==> src/rtl/dns_response_address_parser_macros.svh <==
// Assertion macros shared by the DNS response address parser modules.
// Each macro expands to one labeled concurrent assertion on the rising clock edge.
// Every assertion is disabled while the active-low reset is asserted.
`ifndef DNS_RESPONSE_ADDRESS_PARSER_MACROS_SVH
`define DNS_RESPONSE_ADDRESS_PARSER_MACROS_SVH

// The condition must hold at every clock edge.
`define DRAP_ASSERT_ALWAYS(name, clk, rst_n, cond) \
    name: assert property (@(posedge clk) disable iff (!rst_n) (cond)) \
        else $error("drap assertion failed");

// The consequent must hold in the same cycle as the antecedent.
`define DRAP_ASSERT_IMPLIES(name, clk, rst_n, ante, cons) \
    name: assert property (@(posedge clk) disable iff (!rst_n) (ante) |-> (cons)) \
        else $error("drap assertion failed");

// The consequent must hold in the cycle after the antecedent.
`define DRAP_ASSERT_NEXT(name, clk, rst_n, ante, cons) \
    name: assert property (@(posedge clk) disable iff (!rst_n) (ante) |=> (cons)) \
        else $error("drap assertion failed");

`endif

==> src/rtl/drap_pkg.sv <==
// Package for the DNS response address parser: transfer payload types,
// parser phase encoding, status and record codes, and queue sizing.
// Depends on nothing; every RTL module imports it.
package drap_pkg;

    typedef struct packed {
        logic [7:0] data_byte;
        logic       end_of_message;
    } drap_item_t;

    typedef struct packed {
        logic        kind;
        logic        family;
        logic [63:0] addr_high;
        logic [63:0] addr_low;
        logic [2:0]  status;
        logic [3:0]  response_code;
        logic [15:0] answer_total;
        logic        final_res;
    } drap_result_t;

    typedef struct packed {
        logic [1:0]   count;
        drap_result_t first;
        drap_result_t second;
    } drap_push_t;

    typedef enum logic [8:0] {
        PH_HEADER   = 9'b000000001,
        PH_QUESTION = 9'b000000010,
        PH_NAME     = 9'b000000100,
        PH_LABEL    = 9'b000001000,
        PH_POINTER  = 9'b000010000,
        PH_FIXED    = 9'b000100000,
        PH_RDATA    = 9'b001000000,
        PH_DONE     = 9'b010000000,
        PH_ERROR    = 9'b100000000
    } drap_phase_t;

    localparam logic KIND_ADDRESS = 1'b0;
    localparam logic KIND_STATUS  = 1'b1;
    localparam logic FAMILY_IPV4  = 1'b0;
    localparam logic FAMILY_IPV6  = 1'b1;

    localparam logic [2:0] ST_OK           = 3'd0;
    localparam logic [2:0] ST_NOT_RESPONSE = 3'd1;
    localparam logic [2:0] ST_RCODE_ERROR  = 3'd2;
    localparam logic [2:0] ST_QDCOUNT_BAD  = 3'd3;
    localparam logic [2:0] ST_TRUNCATED    = 3'd4;

    localparam logic [15:0] RR_TYPE_A    = 16'd1;
    localparam logic [15:0] RR_TYPE_AAAA = 16'd28;
    localparam logic [15:0] QDCOUNT_ONE  = 16'd1;

    localparam int QR_BIT = 7;
    localparam logic [1:0] POINTER_TAG = 2'b11;

    localparam int SEC_W = 9;
    localparam logic [SEC_W-1:0] HDR_QR_BYTE      = 9'd2;
    localparam logic [SEC_W-1:0] HDR_FLAGS_BYTE   = 9'd3;
    localparam logic [SEC_W-1:0] HDR_QD_HI_BYTE   = 9'd4;
    localparam logic [SEC_W-1:0] HDR_QD_LO_BYTE   = 9'd5;
    localparam logic [SEC_W-1:0] HDR_AN_HI_BYTE   = 9'd6;
    localparam logic [SEC_W-1:0] HDR_AN_LO_BYTE   = 9'd7;
    localparam logic [SEC_W-1:0] HDR_LAST_BYTE    = 9'd11;
    localparam logic [SEC_W-1:0] FIX_TYPE_END     = 9'd2;
    localparam logic [SEC_W-1:0] FIX_RDLEN_FIRST  = 9'd8;
    localparam logic [SEC_W-1:0] FIX_LAST_BYTE    = 9'd9;

    localparam int ABC_W = 5;
    localparam logic [ABC_W-1:0] IPV4_BYTES     = 5'd4;
    localparam logic [ABC_W-1:0] IPV6_BYTES     = 5'd16;
    localparam logic [ABC_W-1:0] IPV6_HIGH_BYTES = 5'd8;

    localparam int QLEN_W = 9;
    localparam logic [QLEN_W-1:0] QLEN_RESET = 9'd5;

    localparam int MAX_RESULTS = 2;
    localparam int FIFO_DEPTH  = 8;
    localparam int PTR_W       = $clog2(FIFO_DEPTH);
    localparam int CNT_W       = $clog2(FIFO_DEPTH + 1);
    localparam int ROOM_LIMIT  = FIFO_DEPTH - 2 * MAX_RESULTS;

endpackage

==> src/rtl/drap_result_fifo.sv <==
// Result queue of the DNS response address parser: takes up to two results
// per cycle and hands out one per transfer. Depends on drap_pkg and the
// assertion macro header.
`include "dns_response_address_parser_macros.svh"

module drap_result_fifo (
    input  logic                 clk,
    input  logic                 rst_n,
    input  drap_pkg::drap_push_t push,
    input  logic                 pop,
    output drap_pkg::drap_result_t head,
    output logic                 not_empty,
    output logic                 room
);
    import drap_pkg::*;

    drap_result_t mem [FIFO_DEPTH];

    logic [PTR_W-1:0] wr_ptr_reg;
    logic [PTR_W-1:0] wr_ptr_next;
    logic [PTR_W-1:0] rd_ptr_reg;
    logic [PTR_W-1:0] rd_ptr_next;
    logic [CNT_W-1:0] count_reg;
    logic [CNT_W-1:0] count_next;
    logic [PTR_W-1:0] wr_ptr_second;

    assign wr_ptr_second = wr_ptr_reg + PTR_W'(1);
    assign wr_ptr_next   = wr_ptr_reg + PTR_W'(push.count);
    assign rd_ptr_next   = pop ? rd_ptr_reg + PTR_W'(1) : rd_ptr_reg;
    assign count_next    = count_reg + CNT_W'(push.count) - CNT_W'(pop);

    assign head      = mem[rd_ptr_reg];
    assign not_empty = (count_reg != '0);
    assign room      = (count_reg <= CNT_W'(ROOM_LIMIT));

    always_ff @(posedge clk)
    begin
        if (push.count != 2'd0)
        begin
            mem[wr_ptr_reg] <= push.first;
        end
        if (push.count == 2'd2)
        begin
            mem[wr_ptr_second] <= push.second;
        end
    end

    always_ff @(posedge clk or negedge rst_n)
    begin
        if (!rst_n)
        begin
            wr_ptr_reg <= '0;
            rd_ptr_reg <= '0;
            count_reg  <= '0;
        end
        else
        begin
            wr_ptr_reg <= wr_ptr_next;
            rd_ptr_reg <= rd_ptr_next;
            count_reg  <= count_next;
        end
    end

    `DRAP_ASSERT_ALWAYS(a_fifo_bounded, clk, rst_n, count_reg <= CNT_W'(FIFO_DEPTH))
    `DRAP_ASSERT_ALWAYS(a_fifo_push_legal, clk, rst_n, push.count != 2'd3)
    `DRAP_ASSERT_NEXT(a_fifo_idle_holds, clk, rst_n, (push.count == 2'd0) && !pop, $stable(count_reg))

endmodule

==> src/rtl/drap_parser.sv <==
// Message parser of the DNS response address parser: holds the parse state
// and turns one registered message byte into at most two results per cycle.
// Depends on drap_pkg and the assertion macro header.
`include "dns_response_address_parser_macros.svh"

module drap_parser (
    input  logic                     clk,
    input  logic                     rst_n,
    input  logic                     item_valid,
    input  drap_pkg::drap_item_t     item,
    input  logic [drap_pkg::QLEN_W-1:0] question_length,
    output drap_pkg::drap_push_t     push
);
    import drap_pkg::*;

    drap_phase_t      phase_reg, phase_next;
    logic [SEC_W-1:0] sec_reg, sec_next;
    logic [15:0]      answers_left_reg, answers_left_next;
    logic [15:0]      ancount_reg, ancount_next;
    logic [3:0]       rcode_reg, rcode_next;
    logic [2:0]       err_reg, err_next;
    logic [15:0]      rtype_reg, rtype_next;
    logic [15:0]      rdata_left_reg, rdata_left_next;
    logic [7:0]       label_reg, label_next;
    logic [63:0]      addr_lo_reg, addr_lo_next;
    logic [63:0]      addr_hi_reg, addr_hi_next;
    logic [ABC_W-1:0] abc_reg, abc_next;

    logic [7:0]   b;
    logic         eom;
    logic         hdr_fail;
    logic         addr_hit;
    logic         addr_family;
    logic [63:0]  res_hi;
    logic [63:0]  res_lo;
    logic [2:0]   st;
    drap_result_t addr_res;
    drap_result_t status_res;

    always_comb
    begin
        phase_next        = phase_reg;
        sec_next          = sec_reg;
        answers_left_next = answers_left_reg;
        ancount_next      = ancount_reg;
        rcode_next        = rcode_reg;
        err_next          = err_reg;
        rtype_next        = rtype_reg;
        rdata_left_next   = rdata_left_reg;
        label_next        = label_reg;
        addr_lo_next      = addr_lo_reg;
        addr_hi_next      = addr_hi_reg;
        abc_next          = abc_reg;
        b                 = item.data_byte;
        eom               = item.end_of_message;
        hdr_fail          = 1'b0;
        addr_hit          = 1'b0;
        addr_family       = FAMILY_IPV4;
        res_hi            = '0;
        res_lo            = '0;

        if (item_valid)
        begin
            case (phase_reg)
                PH_HEADER:
                begin
                    if (sec_reg == HDR_QR_BYTE)
                    begin
                        if (!b[QR_BIT])
                        begin
                            err_next   = ST_NOT_RESPONSE;
                            phase_next = PH_ERROR;
                            hdr_fail   = 1'b1;
                        end
                    end
                    else if (sec_reg == HDR_FLAGS_BYTE)
                    begin
                        rcode_next = b[3:0];
                        if (b[3:0] != 4'd0)
                        begin
                            err_next   = ST_RCODE_ERROR;
                            phase_next = PH_ERROR;
                            hdr_fail   = 1'b1;
                        end
                    end
                    else if (sec_reg == HDR_QD_HI_BYTE)
                    begin
                        rtype_next = {8'd0, b};
                    end
                    else if (sec_reg == HDR_QD_LO_BYTE)
                    begin
                        rtype_next = {rtype_reg[7:0], b};
                        if ({rtype_reg[7:0], b} != QDCOUNT_ONE)
                        begin
                            err_next   = ST_QDCOUNT_BAD;
                            phase_next = PH_ERROR;
                            hdr_fail   = 1'b1;
                        end
                    end
                    else if (sec_reg == HDR_AN_HI_BYTE)
                    begin
                        ancount_next = {8'd0, b};
                    end
                    else if (sec_reg == HDR_AN_LO_BYTE)
                    begin
                        ancount_next      = {ancount_reg[7:0], b};
                        answers_left_next = {ancount_reg[7:0], b};
                    end
                    if (!hdr_fail)
                    begin
                        if (sec_reg >= HDR_LAST_BYTE)
                        begin
                            rtype_next = '0;
                            if (question_length == '0)
                            begin
                                phase_next = (answers_left_next == 16'd0) ? PH_DONE : PH_NAME;
                            end
                            else
                            begin
                                phase_next = PH_QUESTION;
                                sec_next   = question_length;
                            end
                        end
                        else
                        begin
                            sec_next = sec_reg + SEC_W'(1);
                        end
                    end
                end
                PH_QUESTION:
                begin
                    sec_next = sec_reg - SEC_W'(1);
                    if (sec_next == '0)
                    begin
                        phase_next = (answers_left_reg == 16'd0) ? PH_DONE : PH_NAME;
                    end
                end
                PH_NAME:
                begin
                    if (b[7:6] == POINTER_TAG)
                    begin
                        phase_next = PH_POINTER;
                    end
                    else if (b == 8'd0)
                    begin
                        phase_next = PH_FIXED;
                        sec_next   = '0;
                    end
                    else
                    begin
                        label_next = b;
                        phase_next = PH_LABEL;
                    end
                end
                PH_LABEL:
                begin
                    label_next = label_reg - 8'd1;
                    if (label_next == 8'd0)
                    begin
                        phase_next = PH_NAME;
                    end
                end
                PH_POINTER:
                begin
                    phase_next = PH_FIXED;
                    sec_next   = '0;
                end
                PH_FIXED:
                begin
                    if (sec_reg < FIX_TYPE_END)
                    begin
                        rtype_next = {rtype_reg[7:0], b};
                    end
                    else if (sec_reg >= FIX_RDLEN_FIRST)
                    begin
                        rdata_left_next = {rdata_left_reg[7:0], b};
                    end
                    if (sec_reg >= FIX_LAST_BYTE)
                    begin
                        sec_next     = '0;
                        addr_lo_next = '0;
                        addr_hi_next = '0;
                        abc_next     = '0;
                        if (rdata_left_next == 16'd0)
                        begin
                            rtype_next        = '0;
                            answers_left_next = answers_left_reg - 16'd1;
                            phase_next = (answers_left_next == 16'd0) ? PH_DONE : PH_NAME;
                        end
                        else
                        begin
                            phase_next = PH_RDATA;
                        end
                    end
                    else
                    begin
                        sec_next = sec_reg + SEC_W'(1);
                    end
                end
                PH_RDATA:
                begin
                    if (rtype_reg == RR_TYPE_A)
                    begin
                        addr_lo_next = {32'd0, addr_lo_reg[23:0], b};
                        abc_next     = abc_reg + ABC_W'(1);
                        if (abc_next >= IPV4_BYTES)
                        begin
                            addr_hit     = 1'b1;
                            res_lo       = addr_lo_next;
                            addr_lo_next = '0;
                            abc_next     = '0;
                        end
                    end
                    else if (rtype_reg == RR_TYPE_AAAA)
                    begin
                        if (abc_reg < IPV6_HIGH_BYTES)
                        begin
                            addr_hi_next = {addr_hi_reg[55:0], b};
                        end
                        else
                        begin
                            addr_lo_next = {addr_lo_reg[55:0], b};
                        end
                        abc_next = abc_reg + ABC_W'(1);
                        if (abc_next >= IPV6_BYTES)
                        begin
                            addr_hit     = 1'b1;
                            addr_family  = FAMILY_IPV6;
                            res_hi       = addr_hi_next;
                            res_lo       = addr_lo_next;
                            addr_lo_next = '0;
                            addr_hi_next = '0;
                            abc_next     = '0;
                        end
                    end
                    rdata_left_next = rdata_left_reg - 16'd1;
                    if (rdata_left_next == 16'd0)
                    begin
                        rtype_next        = '0;
                        addr_lo_next      = '0;
                        addr_hi_next      = '0;
                        abc_next          = '0;
                        answers_left_next = answers_left_reg - 16'd1;
                        phase_next = (answers_left_next == 16'd0) ? PH_DONE : PH_NAME;
                    end
                end
                default:
                begin
                end
            endcase
        end

        if (err_next != ST_OK)
        begin
            st = err_next;
        end
        else if (phase_next == PH_DONE)
        begin
            st = ST_OK;
        end
        else
        begin
            st = ST_TRUNCATED;
        end

        addr_res.kind          = KIND_ADDRESS;
        addr_res.family        = addr_family;
        addr_res.addr_high     = res_hi;
        addr_res.addr_low      = res_lo;
        addr_res.status        = ST_OK;
        addr_res.response_code = rcode_next;
        addr_res.answer_total  = ancount_next;
        addr_res.final_res     = !eom;

        status_res.kind          = KIND_STATUS;
        status_res.family        = FAMILY_IPV4;
        status_res.addr_high     = '0;
        status_res.addr_low      = '0;
        status_res.status        = st;
        status_res.response_code = rcode_next;
        status_res.answer_total  = ancount_next;
        status_res.final_res     = 1'b1;

        push.first  = addr_hit ? addr_res : status_res;
        push.second = status_res;
        push.count  = item_valid ? ({1'b0, addr_hit} + {1'b0, eom}) : 2'd0;

        if (item_valid && eom)
        begin
            phase_next        = PH_HEADER;
            sec_next          = '0;
            answers_left_next = '0;
            ancount_next      = '0;
            rcode_next        = '0;
            err_next          = ST_OK;
            rtype_next        = '0;
            rdata_left_next   = '0;
            label_next        = '0;
            addr_lo_next      = '0;
            addr_hi_next      = '0;
            abc_next          = '0;
        end
    end

    always_ff @(posedge clk or negedge rst_n)
    begin
        if (!rst_n)
        begin
            phase_reg        <= PH_HEADER;
            sec_reg          <= '0;
            answers_left_reg <= '0;
            ancount_reg      <= '0;
            rcode_reg        <= '0;
            err_reg          <= ST_OK;
            rtype_reg        <= '0;
            rdata_left_reg   <= '0;
            label_reg        <= '0;
            addr_lo_reg      <= '0;
            addr_hi_reg      <= '0;
            abc_reg          <= '0;
        end
        else
        begin
            phase_reg        <= phase_next;
            sec_reg          <= sec_next;
            answers_left_reg <= answers_left_next;
            ancount_reg      <= ancount_next;
            rcode_reg        <= rcode_next;
            err_reg          <= err_next;
            rtype_reg        <= rtype_next;
            rdata_left_reg   <= rdata_left_next;
            label_reg        <= label_next;
            addr_lo_reg      <= addr_lo_next;
            addr_hi_reg      <= addr_hi_next;
            abc_reg          <= abc_next;
        end
    end

    `DRAP_ASSERT_IMPLIES(a_pair_order, clk, rst_n, push.count == 2'd2, (push.first.kind == KIND_ADDRESS) && (push.second.kind == KIND_STATUS))
    `DRAP_ASSERT_IMPLIES(a_eom_reports, clk, rst_n, item_valid && item.end_of_message, push.count != 2'd0)
    `DRAP_ASSERT_NEXT(a_eom_restarts, clk, rst_n, item_valid && item.end_of_message, phase_reg == PH_HEADER)
    `DRAP_ASSERT_ALWAYS(a_error_coded, clk, rst_n, (phase_reg == PH_ERROR) == (err_reg != ST_OK))

endmodule

==> src/rtl/dns_response_address_parser.sv <==
// Top level of the DNS response address parser: input register, parser
// and result queue. Depends on drap_pkg, drap_parser and drap_result_fifo.
//
// The block takes one message byte per cycle while msg_ready is high and reports
// each complete A or AAAA address of the answer section, followed by a status
// result on the byte that ends the message. A byte is registered on transfer and
// parsed in the next cycle, which writes its results into the output queue; they
// leave from the queue's head. The eight-entry result queue sets the rate:
// msg_ready stays high while it holds four entries or fewer, so with a consumer
// that takes a result every cycle the block sustains one byte per cycle. A final
// byte that completes an address yields two results, handed out one per transfer.
// The question length register is sampled when the header ends and should be
// written between messages.
module dns_response_address_parser (
    input  logic                      clk,
    input  logic                      rst_n,
    input  logic                      msg_valid,
    output logic                      msg_ready,
    input  drap_pkg::drap_item_t      msg_item,
    output logic                      res_valid,
    input  logic                      res_ready,
    output drap_pkg::drap_result_t    res_item,
    input  logic                      cfg_we,
    input  logic [drap_pkg::QLEN_W-1:0] cfg_wdata
);
    import drap_pkg::*;

    logic              msg_valid_reg;
    logic              msg_valid_next;
    drap_item_t        msg_item_reg;
    logic [QLEN_W-1:0] qlen_reg;
    logic [QLEN_W-1:0] qlen_next;
    logic              room;
    logic              pop;
    drap_push_t        push;

    assign msg_ready      = room;
    assign msg_valid_next = msg_valid && room;
    assign qlen_next      = cfg_we ? cfg_wdata : qlen_reg;
    assign pop            = res_valid && res_ready;

    always_ff @(posedge clk)
    begin
        if (msg_valid_next)
        begin
            msg_item_reg <= msg_item;
        end
    end

    always_ff @(posedge clk or negedge rst_n)
    begin
        if (!rst_n)
        begin
            msg_valid_reg <= 1'b0;
            qlen_reg      <= QLEN_RESET;
        end
        else
        begin
            msg_valid_reg <= msg_valid_next;
            qlen_reg      <= qlen_next;
        end
    end

    drap_parser u_parser (
        .clk             (clk),
        .rst_n           (rst_n),
        .item_valid      (msg_valid_reg),
        .item            (msg_item_reg),
        .question_length (qlen_reg),
        .push            (push)
    );

    drap_result_fifo u_fifo (
        .clk       (clk),
        .rst_n     (rst_n),
        .push      (push),
        .pop       (pop),
        .head      (res_item),
        .not_empty (res_valid),
        .room      (room)
    );

endmodule

==> config.mk <==
export PLATFORM = sky130hd
export DESIGN_NAME = dns_response_address_parser
export DESIGN_NICKNAME = d
export VERILOG_FILES = /design/src/rtl/drap_pkg.sv /design/src/rtl/drap_result_fifo.sv /design/src/rtl/drap_parser.sv /design/src/rtl/dns_response_address_parser.sv
export VERILOG_INCLUDE_DIRS = /design/src /design/src/rtl
export SDC_FILE = /design/constraint.sdc
export NUM_CORES = 2
export LEC_CHECK = 0
export ABC_AREA = 0
export BUFFER_PORTS_ARGS = -buffer_cell sky130_fd_sc_hd__buf_2
export CORE_MARGIN = 5
export CORE_UTILIZATION = 57
export DETAILED_ROUTE_END_ITERATION = 16
export PLACE_DENSITY = 0.77
export SLEW_MARGIN = 20
export SYNTH_ARGS = -nofsm -noshare
export SYNTH_HDL_FRONTEND = slang
export SYNTH_HIERARCHICAL = 1
export SYNTH_SLANG_ARGS = --single-unit
==> constraint.sdc <==
create_clock -name clk -period 14.6 [get_ports clk]
set_input_delay 2.92 -clock clk [delete_from_list [all_inputs] [get_ports clk]]
set_output_delay 2.92 -clock clk [all_outputs]
set_load 0.05 [all_outputs]
# Yosys cells after proc, flatten, opt, wreduce, memory -nomap -nowiden
# Memory sizes are Yosys's and may differ from the RTL's.
# Cells that the tools add are included.
# totals
ff_bits	259
ram_bits	1232
out_inout_bits	156
word_cells	258
mem_count	1
# mem_list
name	depth	word_bits	read_ports	rd_clocked_by_memory_dff	write_ports	line_no	rtl
u_fifo.mem	8	154	1	0	2	drap_result_fifo.sv:17	drap_result_t mem [FIFO_DEPTH];
# classes
addsub	12
n_lt_le_gt_ge	8
n_eq_ne	30
n_mux	159
n_reduce_logical	29
# op_table
cell	n
2-to-1 mux 64 bit	25
2-to-1 mux 16 bit	40
one-hot mux 64 bit (2 select lines)	2
2-to-1 mux 9 bit	26
2-to-1 mux 154 bit	1
one-hot mux 16 bit (3 select lines)	2
zero test 16 bit	5
2-to-1 mux 32 bit	2
one-hot mux 9 bit (7 select lines)	1
2-to-1 mux 8 bit	7
equality test 9 x 3 -> 1 bit, second input constant	5
one-hot mux 9 bit (5 select lines)	1
2-to-1 mux 5 bit	8
2-to-1 mux 3 bit	12
one-hot mux 16 bit (2 select lines)	1
subtractor 16 x 1 -> 16 bit, second input constant	2
equality test 9 x 2 -> 1 bit, second input constant	3
greater-or-equal comparator 9 x 4 -> 1 bit, second input constant	3
2-to-1 mux 1 bit	22
2-to-1 mux 4 bit	5
zero test 9 bit	2
equality test 16 x 1 -> 1 bit, second input constant	1
equality test 16 x 5 -> 1 bit, second input constant	1
zero test 8 bit	2
42 further kinds	59

# Logic depth before layout (Yosys ltp)
# logic_depth
ltp_word	20
mapped_depth	17

# Modules after synthesis
# The synthesis kept the hierarchy.
# by_module_without_submodules
module	n_inst	cells_each	area_per_inst_um2	seq_area_each_um2
drap_result_fifo	1	3220	61497.7	37245.7
drap_parser	1	1681	14500.2	5756.8
dns_response_address_parser	1	31	681.9	523.0

# Worst setup path after synthesis
# No wires, ideal clock.
# synth_timing
kind	register to register
startpoint	reg u_parser.phase_reg[2]
endpoint	mem u_fifo/mem[1][0] (netlist bit), enable pin
setup_time_ns	0.894
arrival_time_ns	14.110
required_time_ns	13.706
path_slack_ns	-0.405
stages_incl_launch_ff	13
path_buffers	3
synth_period_minus_slack_ns	15.005
path_cell_list	dfrtp_1 -> clkbuf_1 -> nor3_1 -> and4b_1 -> clkbuf_1 -> nand2_1 -> nor2_1 -> clkbuf_1 -> ha_1 -> inv_1 -> nor2_1 -> o21ai_0 -> o31ai_1
# synth_rtl
item	line_no	rtl
start, declared	drap_parser.sv:16	drap_phase_t phase_reg, phase_next;
start signal, assigned	drap_parser.sv:324	phase_reg <= phase_next;
end, declared	drap_result_fifo.sv:17	

==> reports/qor.yml <==
grt_pass1_vias: 45570
tns_ns: 0
cellPowerDensity_nw_per_um2: 163.2
relSlewSlack_pct: 21.16
dominantRegCellSynth: "edfxtp_1"
cp.arrival_ns: 4.39
start_kind: "register"
hold_viol: 0
place_congestion: 0.8547
grt_first_pass_wirelength_um: 289800
synth_area_per_cell_um2: 15.55
hold_depth: 1
layout-drive-gt1-share_pct: 43.74
cts_sinks: 1491
die_area_um2: 142000
htree_levels: 4
worstPathMaxFanout: 98
initial_core_util_pct: 57.38
yosysWarnings: 6
crit_chain: "buf_12 -> buf_4 -> mux4_2 -> mux2_2 -> buf_2"
outcome: "finished clean"
synth.top_cell.area_share_pct: 48.60
cp.required_ns: 11.68
skew_ns: 0.03150
clkTransAtPathRegs_ns: 0.06
hp-start: "u_parser/addr_hi_reg[61]$_DFFE_PN0P_"
cts_root_buffer: "clkbuf_16"
netlist_instances: 4932
layout.nets: 5042
path_buf_inv: 3
cp_slowest_cell: "buf_4"
post-route-min-period_ns: 7.312
criticalPathCategory: "register to output pin"
dr.first_iter.drc_count: 4168
vias: 44540
rows: 134
antenna_found_initial: 6
ant_nets: 0
io_buffer_count: 178
cts_hold_buf: 0
drv_cap: 0
post_cts_buffers: 0
cp-end-kind: "output pin"
seq_area_frac_synth_pct: 56.76
dieWidth_um: 376.8
critPathMaxStageDelay_ns: 0.91
power_mw: 13.64
grt_max_degree: 144
hold_class: "register to register"
gr-total-overflow: 0
core_area_um2: 133600
power.leakage_nw: 31.48
cpLargestDelayFamily: "buffers and inverters"
clock_latency_ns: 0.79
cts_resized: 0
largest_reg_flops: 1232
drc: 0
vias_per_cell: 6.457
timing.final.crit_share_pct: 50.08
wl_um: 191200
boundaryPins: 179
syn_to_final_growth_pct: 8.997
avgRoutedWirePerCell_um: 27.73
cts_tree: "built"
r2r-end: "u_fifo/mem[7][9]$_DFFE_PP_"
ir_drop_v: 0.0002129
ys_ff_latch: 1491
reg2reg_depth: 12
async_reset_ff_share_pct: 16.77
cts.path.max_buffers: 3
cts_buffers: 159
pre_cts_slack_ns: 7.907
setup_ws_ns: 7.288
first_pass_iters: 6
rsz0062_at_grt: "no"
worstMarginPinSlew_ns: 1.183
rrSetupSlack_ns: 7.72
syn_area_um2: 76680
final_common_cell: "mux2_2"
synth_enable_flop_cells: 1241
min_to: "u_parser/addr_hi_reg[61]$_DFFE_PN0P_"
grt_usage_pct: 26.83
ys_top_cells_by_area: "edfxtp_1 (49%), mux2_2 (20%), mux4_2 (9.0%), dfrtp_1 (8.1%), a22o_1 (1.7%)"
yosysTopAreaCell: "edfxtp_1"
r2r-start: "u_parser/phase_reg[4]$_DFF_PN0_"
fmax_mhz: 136.8
synth_cell_types: 92
final_cell_mix: "mux2_2 (1380), edfxtp_1 (1241), mux4_2 (308), nand2_1 (279), dfrtp_1 (244)"
fp.dieH_um: 376.8
slew_violations: 0
hpwl_um: 101300
setup_viol_count_final: 0
metal layers:
metal	vias up	share of wire [%]	global-route usage [%]
met5	-	0.0068	0
met4	2	2.3	6.833
met3	313	7.6	4.537
met2	1908	50	44.89
met1	23030	41	37.05
li1	19290	-	-
cells in the mapped netlist (all sizes together), types with 10 or more instances:
| cell | count |
|---|---|
| mux4 | 308 |
| ha | 25 |
| nand2 | 283 |
| nor4 | 18 |
| nand2b | 13 |
| o211ai | 12 |
| nor2b | 13 |
| nand4 | 10 |
| o31ai | 10 |
| o21ai | 73 |
| xnor2 | 17 |
| nor3b | 12 |
| mux2 | 1409 |
| mux2i | 11 |
| a21oi | 155 |
| xor2 | 14 |
| nor2 | 105 |
| nor3 | 50 |
| clkbuf | 116 |
| inv | 34 |
| nand3 | 28 |
| and2 | 51 |
| a22o | 149 |
| a31oi | 10 |
| dfrtp | 247 |
| buf | 373 |
| edfxtp | 1241 |
| or3 | 12 |
through the flow:
step	hold slack, ns	instances	util [%]	area [um2]
final	0.5067	6897	62.55	83580
after global routing	0.5176	6894	62.54	83570
after CTS	0.5097	6894	62.54	83570
after detailed placement	0.4916	6599	58.59	78290
after global placement	0.4883	6597	58.55	78240
after floorplan	0.4728	5061	-	77170
cell type report:
| cell class | instances | area (um2) |
|---|---|---|
| Antenna cell | 3 | 7.507 |
| Fill cell | 9454 | 50050 |
| Inverter | 34 | 127.6 |
| Timing Repair Buffer | 259 | 1637 |
| Clock buffer | 210 | 4428 |
| Tap cell | 1768 | 2212 |
| Clock inverter | 85 | 849.6 |
| Sequential cell | 1491 | 43540 |
| Multi-Input combinational cell | 3047 | 30780 |
power by group:
group	total, mW	switching (mW)	internal (mW)	leakage, nW
logic	4.57	3.01	1.56	14.0
registers	4.99	0.187	4.80	14.8
clock network	4.08	1.65	2.43	2.59
total	13.6	4.85	8.79	31.5
logic make-up (layout without fill, tap and decap cells):
kind of cell               after synthesis  after routing  share of synthesized area (%)
AOI/OAI and AO/OA                      489            489                          4.396
xor gates and xnor gates                31             31                         0.3737
adders and majority gates               27             27                         0.4601
buffers and inverters                  523            588                          3.994
DFF                                   1491           1491                          56.76
muxes                                 1728           1728                          29.93
other                                    2            134                       0.009794
and+or+nand+nor                        641            641                          4.078
worst max-delay path by stage:
| stage | from | end | slack [ns] | cells past startpoint |
|---|---|---|---|---|
| floorplan | u_parser/phase_reg[2]$_DFF_PN0_ | u_fifo/mem[3][0]$_DFFE_PP_ | 0.05 | 12 |
| global placement | u_fifo/rd_ptr_reg[0]$_DFFE_PN0P_ | res_item[62] | 8.00 | 5 |
| detailed placement | u_parser/phase_reg[4]$_DFF_PN0_ | u_fifo/mem[7][17]$_DFFE_PP_ | 7.91 | 12 |
| CTS | u_fifo/rd_ptr_reg[0]$_DFFE_PN0P_ | res_item[62] | 7.10 | 5 |
| global route | u_fifo/rd_ptr_reg[0]$_DFFE_PN0P_ | res_item[62] | 6.88 | 5 |
| finish | u_fifo/rd_ptr_reg[0]$_DFFE_PN0P_ | res_item[62] | 7.29 | 5 |
Power figures use the tool's default switching activity.
